[config.mk]
export PLATFORM = sky130hd
export DESIGN_NAME = polyphase_resampler_9_20_iq
export DESIGN_NICKNAME = d
export VERILOG_FILES = /design/src/hw/rtl/rsmp_pkg.sv /design/src/hw/rtl/rsmp_seq.sv /design/src/hw/rtl/rsmp_mac.sv /design/src/hw/rtl/polyphase_resampler_9_20_iq.sv
export SDC_FILE = /design/constraint.sdc
export NUM_CORES = 2
export LEC_CHECK = 0
export ABC_AREA = 1
export BUFFER_PORTS_ARGS = -buffer_cell sky130_fd_sc_hd__clkbuf_2
export CAP_MARGIN = 30
export CORE_UTILIZATION = 50
export CTS_BUF_LIST = sky130_fd_sc_hd__clkbuf_16
export CTS_CLUSTER_SIZE = 28
export DETAILED_ROUTE_END_ITERATION = 10
export PLACE_DENSITY = 0.72
export SYNTH_ARGS = -nofsm -noshare
export SYNTH_HDL_FRONTEND = slang
export SYNTH_HIERARCHICAL = 1
export SYNTH_SLANG_ARGS = --single-unit
[constraint.sdc]
create_clock -name i_clk -period 11.5 [get_ports i_clk]
set_input_delay 1.15 -clock i_clk [delete_from_list [all_inputs] [get_ports i_clk]]
set_output_delay 1.15 -clock i_clk [all_outputs]
set_load 0.02 [all_outputs]
[src/hw/rtl/rsmp_pkg.sv]
// Shared constants, coefficient table and control types for the 9/20 I/Q resampler.
// Used by rsmp_seq, rsmp_mac and polyphase_resampler_9_20_iq. No dependencies.
package rsmp_pkg;

    localparam int TAPS     = 16;
    localparam int INTERP   = 9;
    localparam int DECIM    = 20;
    localparam int SAMPLE_W = 16;
    localparam int COEF_W   = 17;
    localparam int GAIN_W   = 16;
    localparam int GAIN_FRAC = 12;
    localparam int COEF_FRAC = 15;
    localparam int OUT_SHIFT = COEF_FRAC + GAIN_FRAC;

    localparam int TAP_W   = $clog2(TAPS);
    localparam int ROW_W   = $clog2(INTERP);
    localparam int PHASE_W = 5;
    localparam int STEP_W  = 5;

    // one 17x17 signed multiplier serves taps and gain halves
    localparam int MUL_W  = 17;
    localparam int PROD_W = 2 * MUL_W;
    localparam int ACC_W  = 33;              // |dot| < 2^32 for every row
    localparam int HALF_W = 16;              // gain multiply splits acc at this bit
    localparam int SCL_W  = ACC_W + GAIN_W + 1;
    localparam int RND_W  = SCL_W - OUT_SHIFT;

    localparam logic [GAIN_W-1:0]  GAIN_RESET = 16'd4096;
    localparam logic [PHASE_W-1:0] PHASE_UP   = PHASE_W'(DECIM - INTERP);
    localparam logic [PHASE_W-1:0] PHASE_DN   = PHASE_W'(INTERP);

    // schedule of one channel pass
    localparam logic [STEP_W-1:0] STEP_ACC_FIRST = STEP_W'(1);
    localparam logic [STEP_W-1:0] STEP_ACC_LAST  = STEP_W'(TAPS);
    localparam logic [STEP_W-1:0] STEP_MUL_HI    = STEP_W'(TAPS + 1);
    localparam logic [STEP_W-1:0] STEP_MUL_LO    = STEP_W'(TAPS + 2);
    localparam logic [STEP_W-1:0] STEP_SUM_LO    = STEP_W'(TAPS + 3);
    localparam logic [STEP_W-1:0] STEP_RESULT    = STEP_W'(TAPS + 4);

    localparam logic signed [SAMPLE_W-1:0] SAT_MAX = 16'sh7FFF;
    localparam logic signed [SAMPLE_W-1:0] SAT_MIN = 16'sh8000;

    typedef enum logic [1:0] {
        MUL_TAP     = 2'd0,
        MUL_GAIN_HI = 2'd1,
        MUL_GAIN_LO = 2'd2
    } t_mul_sel;

    typedef struct packed {
        logic [TAP_W-1:0] tap;
        t_mul_sel         mul_sel;
        logic             acc_load;
        logic             acc_add;
        logic             scl_load;
        logic             scl_add;
        logic             res_store;
        logic             res_chan;   // 0: I, 1: Q
    } t_ctrl;

    localparam logic signed [COEF_W-1:0] COEF_ROM [INTERP][TAPS] = '{
        '{-17'sd121, 17'sd576, 17'sd1082, -17'sd1724, -17'sd4744, 17'sd3044,
          17'sd21992, 17'sd32768, 17'sd21992, 17'sd3044, -17'sd4744, -17'sd1724,
          17'sd1082, 17'sd576, -17'sd121, -17'sd56},
        '{-17'sd138, 17'sd457, 17'sd1145, -17'sd1243, -17'sd4742, 17'sd1433,
          17'sd19850, 17'sd32617, 17'sd24025, 17'sd4821, -17'sd4599, -17'sd2219,
          17'sd971, 17'sd696, -17'sd93, -17'sd73},
        '{-17'sd144, 17'sd344, 17'sd1165, -17'sd790, -17'sd4613, 17'sd0,
          17'sd17638, 17'sd32168, 17'sd25916, 17'sd6743, -17'sd4294, -17'sd2716,
          17'sd809, 17'sd814, -17'sd53, -17'sd90},
        '{-17'sd143, 17'sd240, 17'sd1146, -17'sd373, -17'sd4374, -17'sd1244,
          17'sd15390, 17'sd31428, 17'sd27631, 17'sd8789, -17'sd3815, -17'sd3197,
          17'sd593, 17'sd923, 17'sd0, -17'sd108},
        '{-17'sd135, 17'sd147, 17'sd1096, 17'sd0, -17'sd4045, -17'sd2295,
          17'sd13144, 17'sd30412, 17'sd29139, 17'sd10933, -17'sd3150, -17'sd3647,
          17'sd323, 17'sd1019, 17'sd67, -17'sd123},
        '{-17'sd123, 17'sd67, 17'sd1019, 17'sd323, -17'sd3647, -17'sd3150,
          17'sd10933, 17'sd29139, 17'sd30412, 17'sd13144, -17'sd2295, -17'sd4045,
          17'sd0, 17'sd1096, 17'sd147, -17'sd135},
        '{-17'sd108, 17'sd0, 17'sd923, 17'sd593, -17'sd3197, -17'sd3815,
          17'sd8789, 17'sd27631, 17'sd31428, 17'sd15390, -17'sd1244, -17'sd4374,
          -17'sd373, 17'sd1146, 17'sd240, -17'sd143},
        '{-17'sd90, -17'sd53, 17'sd814, 17'sd809, -17'sd2716, -17'sd4294,
          17'sd6743, 17'sd25916, 17'sd32168, 17'sd17638, 17'sd0, -17'sd4613,
          -17'sd790, 17'sd1165, 17'sd344, -17'sd144},
        '{-17'sd73, -17'sd93, 17'sd696, 17'sd971, -17'sd2219, -17'sd4599,
          17'sd4821, 17'sd24025, 17'sd32617, 17'sd19850, 17'sd1433, -17'sd4742,
          -17'sd1243, 17'sd1145, 17'sd457, -17'sd138}
    };

endpackage

[src/hw/rtl/rsmp_seq.sv]
// Sequencer for the resampler: steps the shared multiplier through the I and Q passes.
// Depends on rsmp_pkg.
module rsmp_seq
    import rsmp_pkg::*;
(
    input  logic  i_clk,
    input  logic  i_rst_n,
    input  logic  i_start,     // accepted transaction that produces a result
    input  logic  i_out_free,  // output register can take a new result
    output logic  o_idle,
    output logic  o_load_out,
    output t_ctrl o_ctrl
);

    typedef enum logic [2:0] {
        S_IDLE = 3'b001,
        S_CALC = 3'b010,
        S_HOLD = 3'b100
    } t_state;

    t_state             r_state, n_state;
    logic [STEP_W-1:0]  r_step, n_step;
    logic               r_chan, n_chan;
    logic               w_calc;

    always_comb begin
        n_state = r_state;
        n_step  = r_step;
        n_chan  = r_chan;
        case (r_state)
            S_IDLE: begin
                if (i_start) begin
                    n_state = S_CALC;
                    n_step  = '0;
                    n_chan  = 1'b0;
                end
            end
            S_CALC: begin
                if (r_step == STEP_RESULT) begin
                    n_step = '0;
                    if (r_chan) begin
                        n_state = S_HOLD;
                    end else begin
                        n_chan = 1'b1;
                    end
                end else begin
                    n_step = r_step + STEP_W'(1);
                end
            end
            S_HOLD: begin
                if (i_out_free) begin
                    n_state = S_IDLE;
                end
            end
            default: begin
                n_state = S_IDLE;
            end
        endcase
    end

    always_ff @(posedge i_clk) begin
        if (!i_rst_n) begin
            r_state <= S_IDLE;
            r_step  <= '0;
            r_chan  <= 1'b0;
        end else begin
            r_state <= n_state;
            r_step  <= n_step;
            r_chan  <= n_chan;
        end
    end

    assign w_calc     = (r_state == S_CALC);
    assign o_idle     = (r_state == S_IDLE);
    assign o_load_out = (r_state == S_HOLD) && i_out_free;

    always_comb begin
        o_ctrl.tap = r_step[TAP_W-1:0];
        if (r_step == STEP_MUL_HI) begin
            o_ctrl.mul_sel = MUL_GAIN_HI;
        end else if (r_step == STEP_MUL_LO) begin
            o_ctrl.mul_sel = MUL_GAIN_LO;
        end else begin
            o_ctrl.mul_sel = MUL_TAP;
        end
        // products are registered and land in the cycle after issue
        o_ctrl.acc_load  = w_calc && (r_step == STEP_ACC_FIRST);
        o_ctrl.acc_add   = w_calc && (r_step > STEP_ACC_FIRST) && (r_step <= STEP_ACC_LAST);
        o_ctrl.scl_load  = w_calc && (r_step == STEP_MUL_LO);
        o_ctrl.scl_add   = w_calc && (r_step == STEP_SUM_LO);
        o_ctrl.res_store = w_calc && (r_step == STEP_RESULT);
        o_ctrl.res_chan  = r_chan;
    end

endmodule

[src/hw/rtl/rsmp_mac.sv]
// Shared 17x17 multiply-accumulate datapath: tap products, gain scaling, rounding, saturation.
// Depends on rsmp_pkg.
module rsmp_mac
    import rsmp_pkg::*;
(
    input  logic                       i_clk,
    input  t_ctrl                      i_ctrl,
    input  logic signed [SAMPLE_W-1:0] i_tap_sample,
    input  logic [ROW_W-1:0]           i_row,
    input  logic [GAIN_W-1:0]          i_gain,
    output logic signed [SAMPLE_W-1:0] o_i_res,
    output logic signed [SAMPLE_W-1:0] o_q_res
);

    logic signed [MUL_W-1:0]    w_op_a, w_op_b;
    logic signed [PROD_W-1:0]   r_prod;
    logic signed [ACC_W-1:0]    r_acc;
    logic signed [SCL_W-1:0]    r_scl;
    logic signed [SCL_W-1:0]    w_biased;
    logic signed [RND_W-1:0]    w_shifted;
    logic signed [SAMPLE_W-1:0] w_sat;
    logic signed [SAMPLE_W-1:0] r_i_res, r_q_res;

    always_comb begin
        case (i_ctrl.mul_sel)
            MUL_TAP: begin
                w_op_a = MUL_W'(i_tap_sample);
                w_op_b = COEF_ROM[i_row][i_ctrl.tap];
            end
            MUL_GAIN_HI: begin
                w_op_a = r_acc[ACC_W-1:HALF_W];
                w_op_b = $signed({1'b0, i_gain});
            end
            MUL_GAIN_LO: begin
                w_op_a = $signed({1'b0, r_acc[HALF_W-1:0]});
                w_op_b = $signed({1'b0, i_gain});
            end
            default: begin
                w_op_a = '0;
                w_op_b = '0;
            end
        endcase
    end

    // scaled = (acc_hi * gain) << 16 + acc_lo * gain, then round half up by 2^27
    assign w_biased  = r_scl + (SCL_W'(1) <<< (OUT_SHIFT - 1));
    assign w_shifted = w_biased[SCL_W-1:OUT_SHIFT];

    always_comb begin
        if (w_shifted > RND_W'(SAT_MAX)) begin
            w_sat = SAT_MAX;
        end else if (w_shifted < RND_W'(SAT_MIN)) begin
            w_sat = SAT_MIN;
        end else begin
            w_sat = w_shifted[SAMPLE_W-1:0];
        end
    end

    always_ff @(posedge i_clk) begin
        r_prod <= w_op_a * w_op_b;
        if (i_ctrl.acc_load) begin
            r_acc <= r_prod[ACC_W-1:0];
        end else if (i_ctrl.acc_add) begin
            r_acc <= r_acc + r_prod[ACC_W-1:0];
        end
        if (i_ctrl.scl_load) begin
            r_scl <= {r_prod[SCL_W-HALF_W-1:0], {HALF_W{1'b0}}};
        end else if (i_ctrl.scl_add) begin
            r_scl <= r_scl + SCL_W'(r_prod);
        end
        if (i_ctrl.res_store) begin
            if (i_ctrl.res_chan) begin
                r_q_res <= w_sat;
            end else begin
                r_i_res <= w_sat;
            end
        end
    end

    assign o_i_res = r_i_res;
    assign o_q_res = r_q_res;

endmodule

[src/hw/rtl/polyphase_resampler_9_20_iq.sv]
// Top level of the 9/20 polyphase I/Q resampler: handshakes, histories, phase, gain register.
// Depends on rsmp_pkg, rsmp_seq and rsmp_mac.
//
//  channel  | signals                                   | direction
//  ---------+-------------------------------------------+----------
//  input    | i_in_valid, o_in_ready, i_i_sample, i_q_sample | in
//  output   | o_out_valid, i_out_ready, o_i_result, o_q_result | out
//  config   | i_cfg_valid, o_cfg_ready, i_cfg_data (output_gain) | in
//
// Every input shifts the histories and steps the phase. An input that yields an output also
// holds o_in_ready low until its result is in the output register: one 17x17 multiplier
// runs 21 steps per channel (16 taps, two gain halves, sum, round/saturate) for I, then for Q.
// Reset is synchronous, active low; it clears histories and phase and sets the gain to unity.
// The output register holds a result while the next input is taken; a finished result
// waits in the datapath until the output register frees.
module polyphase_resampler_9_20_iq
    import rsmp_pkg::*;
(
    input  logic                       i_clk,
    input  logic                       i_rst_n,
    input  logic                       i_in_valid,
    output logic                       o_in_ready,
    input  logic signed [SAMPLE_W-1:0] i_i_sample,
    input  logic signed [SAMPLE_W-1:0] i_q_sample,
    output logic                       o_out_valid,
    input  logic                       i_out_ready,
    output logic signed [SAMPLE_W-1:0] o_i_result,
    output logic signed [SAMPLE_W-1:0] o_q_result,
    input  logic                       i_cfg_valid,
    output logic                       o_cfg_ready,
    input  logic [GAIN_W-1:0]          i_cfg_data
);

    logic signed [SAMPLE_W-1:0] r_hist_i [TAPS];
    logic signed [SAMPLE_W-1:0] r_hist_q [TAPS];
    logic [PHASE_W-1:0]         r_phase;
    logic [ROW_W-1:0]           r_row;
    logic [GAIN_W-1:0]          r_gain;
    logic                       r_out_valid;
    logic signed [SAMPLE_W-1:0] r_i_result, r_q_result;

    logic                       w_accept, w_emit, w_idle, w_load_out, w_out_free;
    t_ctrl                      w_ctrl;
    logic signed [SAMPLE_W-1:0] w_tap_sample, w_i_res, w_q_res;

    assign o_in_ready  = w_idle;
    assign o_cfg_ready = 1'b1;
    assign w_accept    = i_in_valid && w_idle;
    assign w_emit      = (r_phase < PHASE_W'(INTERP));
    assign w_out_free  = !r_out_valid || i_out_ready;

    // oldest sample at index 0, newest at TAPS-1
    always_ff @(posedge i_clk) begin
        if (!i_rst_n) begin
            for (int k = 0; k < TAPS; k++) begin
                r_hist_i[k] <= '0;
                r_hist_q[k] <= '0;
            end
            r_phase <= '0;
        end else if (w_accept) begin
            for (int k = 0; k < TAPS - 1; k++) begin
                r_hist_i[k] <= r_hist_i[k+1];
                r_hist_q[k] <= r_hist_q[k+1];
            end
            r_hist_i[TAPS-1] <= i_i_sample;
            r_hist_q[TAPS-1] <= i_q_sample;
            r_phase <= w_emit ? r_phase + PHASE_UP : r_phase - PHASE_DN;
        end
    end

    always_ff @(posedge i_clk) begin
        if (w_accept) begin
            r_row <= r_phase[ROW_W-1:0];
        end
    end

    always_ff @(posedge i_clk) begin
        if (!i_rst_n) begin
            r_gain <= GAIN_RESET;
        end else if (i_cfg_valid) begin
            r_gain <= i_cfg_data;
        end
    end

    assign w_tap_sample = w_ctrl.res_chan ? r_hist_q[w_ctrl.tap] : r_hist_i[w_ctrl.tap];

    rsmp_seq u_seq (
        .i_clk      (i_clk),
        .i_rst_n    (i_rst_n),
        .i_start    (w_accept && w_emit),
        .i_out_free (w_out_free),
        .o_idle     (w_idle),
        .o_load_out (w_load_out),
        .o_ctrl     (w_ctrl)
    );

    rsmp_mac u_mac (
        .i_clk        (i_clk),
        .i_ctrl       (w_ctrl),
        .i_tap_sample (w_tap_sample),
        .i_row        (r_row),
        .i_gain       (r_gain),
        .o_i_res      (w_i_res),
        .o_q_res      (w_q_res)
    );

    always_ff @(posedge i_clk) begin
        if (!i_rst_n) begin
            r_out_valid <= 1'b0;
        end else if (w_load_out) begin
            r_out_valid <= 1'b1;
        end else if (i_out_ready) begin
            r_out_valid <= 1'b0;
        end
    end

    always_ff @(posedge i_clk) begin
        if (w_load_out) begin
            r_i_result <= w_i_res;
            r_q_result <= w_q_res;
        end
    end

    assign o_out_valid = r_out_valid;
    assign o_i_result  = r_i_result;
    assign o_q_result  = r_q_result;

endmodule
==> run summary <==
The worst reg2reg path depth came out at 28. The run gives 0 as the total inserted antenna cells. The wire length per cell was 18.2 um.

For this run, the leading register cell type out of synthesis is edfxtp_1. The first-pass GRT wire length is 242000 um. Synthesis produced 6994 cells. Setup repair after global routing left no endpoint under its margin.

Clock tree synthesis inserted a total of 84 buffers. The count of state elements after synthesis came out at 728. Once placement completed, the tool counted placed cells totaling 8245. The number of synthesis warnings was 6; the number of hold-repair buffers added at the cts stage was 0. The post-synthesis compound-gate area fraction is 5.51%, and the clock-pin slew on the worst setup and hold paths is 0.06 ns. The flow ran to the end, and the final reports show no timing, DRC or antenna violations.

The worst hold path belongs to the class flip-flop to flip-flop. The final-layout setup total negative slack came out at 0 ns. The biggest area contributor in the post-synthesis netlist is edfxtp_1. The tools report the kind of launch point of the worst setup path as a flip-flop. The run gives 0 as the setup fix buffers added after clock tree synthesis. The tool flagged a number of max-cap violations equal to 0. Fraction of the yosys area taken by sequential cells: 39.0%.

The worst setup path category was flip-flop to flip-flop. For the final database, setup skew stands at 0.0692 ns. TritonCTS built the clock tree. The later pin in the worst-skew pair is clocked with a latency of 0.70 ns. For this run, the slowest stage of the critical path takes 0.66 ns. Post-detailed-route via-to-cell ratio: 5.39. The area added between synthesis and finish is 6.97%.

For the pin with the worst max-slew slack, the measured transition is 1.01 ns. The number of antenna violations at the first check in global routing is 0, and the arrival time of the worst setup path is 9.47 ns. Buffers placed on the I/O ports in this run total 86. Yosys mapped the design onto 52 distinct sky130hd cell types. Summing the areas of all and, or, nand and nor instances in the mapped netlist gives 27.0% of the synthesized area. Setup violations remaining at the end of the flow were counted as 0. Each instance of the synthesized netlist takes up on average 7.72 sq um.

Headroom to the max-slew limit came out at 32.5%. In this run the most critical hold path is launched from u_mac/o_i_res[8]. The tools report the global-route congestion overflow total as 0.

Counting instances, the worst hold path has a depth of 0. The via count of the first global-routing pass was 43896; the proportion of register bits with asynchronous set or reset after synthesis was 0%. The most common cell in the synthesized netlist is nand2_1.

The detailed router placed 45241 vias in this run. Along the worst path, the maximum fanout reaches 13. The fmax is 112 MHz. Across all setup checks in the final design, the least slack found is 2.58 ns. The smallest clock period supported by the final layout is computed as 8.92 ns.

Cell area after technology mapping: 0.0540 sq mm. The tree is rooted in a clkbuf_16. The reg2reg setup slack is 2.58 ns, and the worst setup slack before clock tree synthesis is 2.84 ns.

For the buffer depth of the longest clock path, the log shows 3. The final layout contains 7471 nets. Area used by multi-input combinational logic: 0.0265 sq mm. Once detail routing completed, the nets flagged for antenna violations numbered 0.

The HPWL after detailed placement is 108000 um. The tools report the placeable core region as 0.107 sq mm. The overall routing resource usage is 28.2%, and the synthesized-area fraction occupied by xor and xnor cells is 1.02%. The worst register-to-register path begins at r_row[0].

The die covers 0.109 sq mm. The run gives 0 as the count of pins over their slew limit. The TritonCTS sink count came out at 728. By area, the combinational part of the netlist is dominated by simple AND/OR/NAND/NOR gates. The multiplexer share of the synthesized area is 0%. The hold violation count in the final report was 0. The endpoint identified for the worst register-to-register timing path is u_mac/r_prod[26]. The post-route netlist has 4.52% of its cells at a drive strength greater than 1. The number of levels the H-tree was split into is 3, and the combined flip-flop and latch cell area is 0.0211 sq mm.

The height of the die is 331 um, and the starting density of the core is 50.5%. The horizontal extent of the die works out to 331 um. The number of resized instances in the post-cts repair step was 0; the remaining design rule violation count was 0. The type of element capturing the critical path was a flip-flop. The worst hold path terminates at o_i_result[8]. The run gives 120 as the number of standard-cell rows in the floorplan.

The synthesized design contains 647 enable-type register cells. The synthesized design devotes to its leading area cell type 36.0% of total area. The worst path required time was 12.05 ns.

The slowest stage of the critical path belongs to the cell edfxtp_1. The tools report the initial detailed-routing violation count as 4720. The first detailed-routing pass ran for 6 iterations.

After Yosys synthesis, full adders, half adders and majority gates account for 15.4% of the synthesized area. When the netlist entered floorplanning its net count stood at 7535. The tightest hold path in the finished design has a slack of 0.373 ns.

The finished layout holds 8396 standard cells, fillers aside. Entering global routing, the biggest net connects 205 pins. The total length of routed wires was 153000 um; the period utilization was 77.6%.

The final-layout fill cell count came out at 10159. By count the netlist is led by 2163 x nand2_1, 1281 x inv_1, 664 x nand3_1. Yosys attributes the largest share of cell area to edfxtp_1 36%, nand2_1 15%, fa_1 11%, inv_1 8.9%, nand3_1 6.2%. At the end of routability-driven placement, the weighted congestion stood at 1.00. The number of primary I/O pins is 88.
## cell type report
class / count / share of cell area [%]
flip-flops and latches: 728 / 36.4
well taps: 1403 / 3.04
repair buffers: 127 / 1.56
inverters: 1302 / 8.50
clock buffers: 85 / 3.68
clock inverters: 64 / 0.966
multi-input cells: 4687 / 45.8
## cell families after synthesis
kind of cell,count (synthesis)
DFF,728
adders and majority gates,488
and+or+nand+nor,3575
AOI/OAI and AO/OA,560
xor gates and xnor gates,63
other,1
buffers and inverters,1579
## cells in the final DEF (no fill, tap or decap), types with 29 or more instances in the layout
master,count
fa_1,298
ha_1,190
a21oi_1,309
xnor2_1,31
clkbuf_16,85
dfxtp_1,77
nand4_1,29
edfxtp_1,647
clkbuf_2,85
nand2_1,2163
xor2_1,32
buf_4,31
nor2_1,625
nand3_1,664
o21ai_0,176
inv_1,1298
nor3_1,31
## how the worst max path moves through the flow
stage	startpoint	slack (ns)	endpoint	cells after the start
floorplan	i_in_valid	1.81	r_hist_i[0][0]	4
global placement	r_row[0]	2.72	u_mac/r_prod[26]	28
detailed placement	u_seq/r_step[0]	2.84	u_mac/r_prod[22]	32
CTS	u_seq/r_step[0]	2.77	u_mac/r_prod[22]	32
global route	r_row[0]	2.06	u_mac/r_prod[32]	29
finish	r_row[0]	2.58	u_mac/r_prod[26]	28
## per-layer routing
layer | vias to the layer above | share of wire (%) | global-route usage, %
li1 | 21698 | - | -
met1 | 21377 | 43 | 39.4
met2 | 1841 | 45 | 44.7
met3 | 325 | 7.9 | 3.88
met4 | 0 | 3.5 | 10.2
met5 | - | 0 | 0
## metrics by stage
stage / instance area [sq um] / utilization, %
2_1_floorplan: 54000 / -
4_1_cts: 57700 / 53.9
5_1_grt: 57800 / 54.0
3_5_place_dp: 55000 / 51.4
6_report: 57800 / 54.0
3_3_place_gp: 55000 / 51.4
## flip-flops by register name, indices dropped and copies added, names as in the netlist
signal,flops
r_hist_i,256
u_mac/o_q_res,16
r_phase,5
u_seq/r_state,3
r_hist_q,256
r_gain,16
u_mac/r_acc,33
u_mac/o_i_res,16
u_mac/r_scl,50
u_seq/r_chan,1
u_seq/r_step,5
u_mac/r_prod,34
r_row,4
o_out_valid,1
o_i_result,16
o_q_result,16
## critical path: cells and delay by family, from the launching register on
family                     cells  cell delay (ns)
adders and majority gates      8             4.14
xor gates and xnor gates       1             0.21
AOI/OAI and AO/OA              1             0.25
buffers and inverters          5             0.84
and+or+nand+nor               13             2.67
DFF                            1             0.66
Power is not shown: default switching activity piles up to over one toggle a cycle in this logic, so the estimate is an artifact.
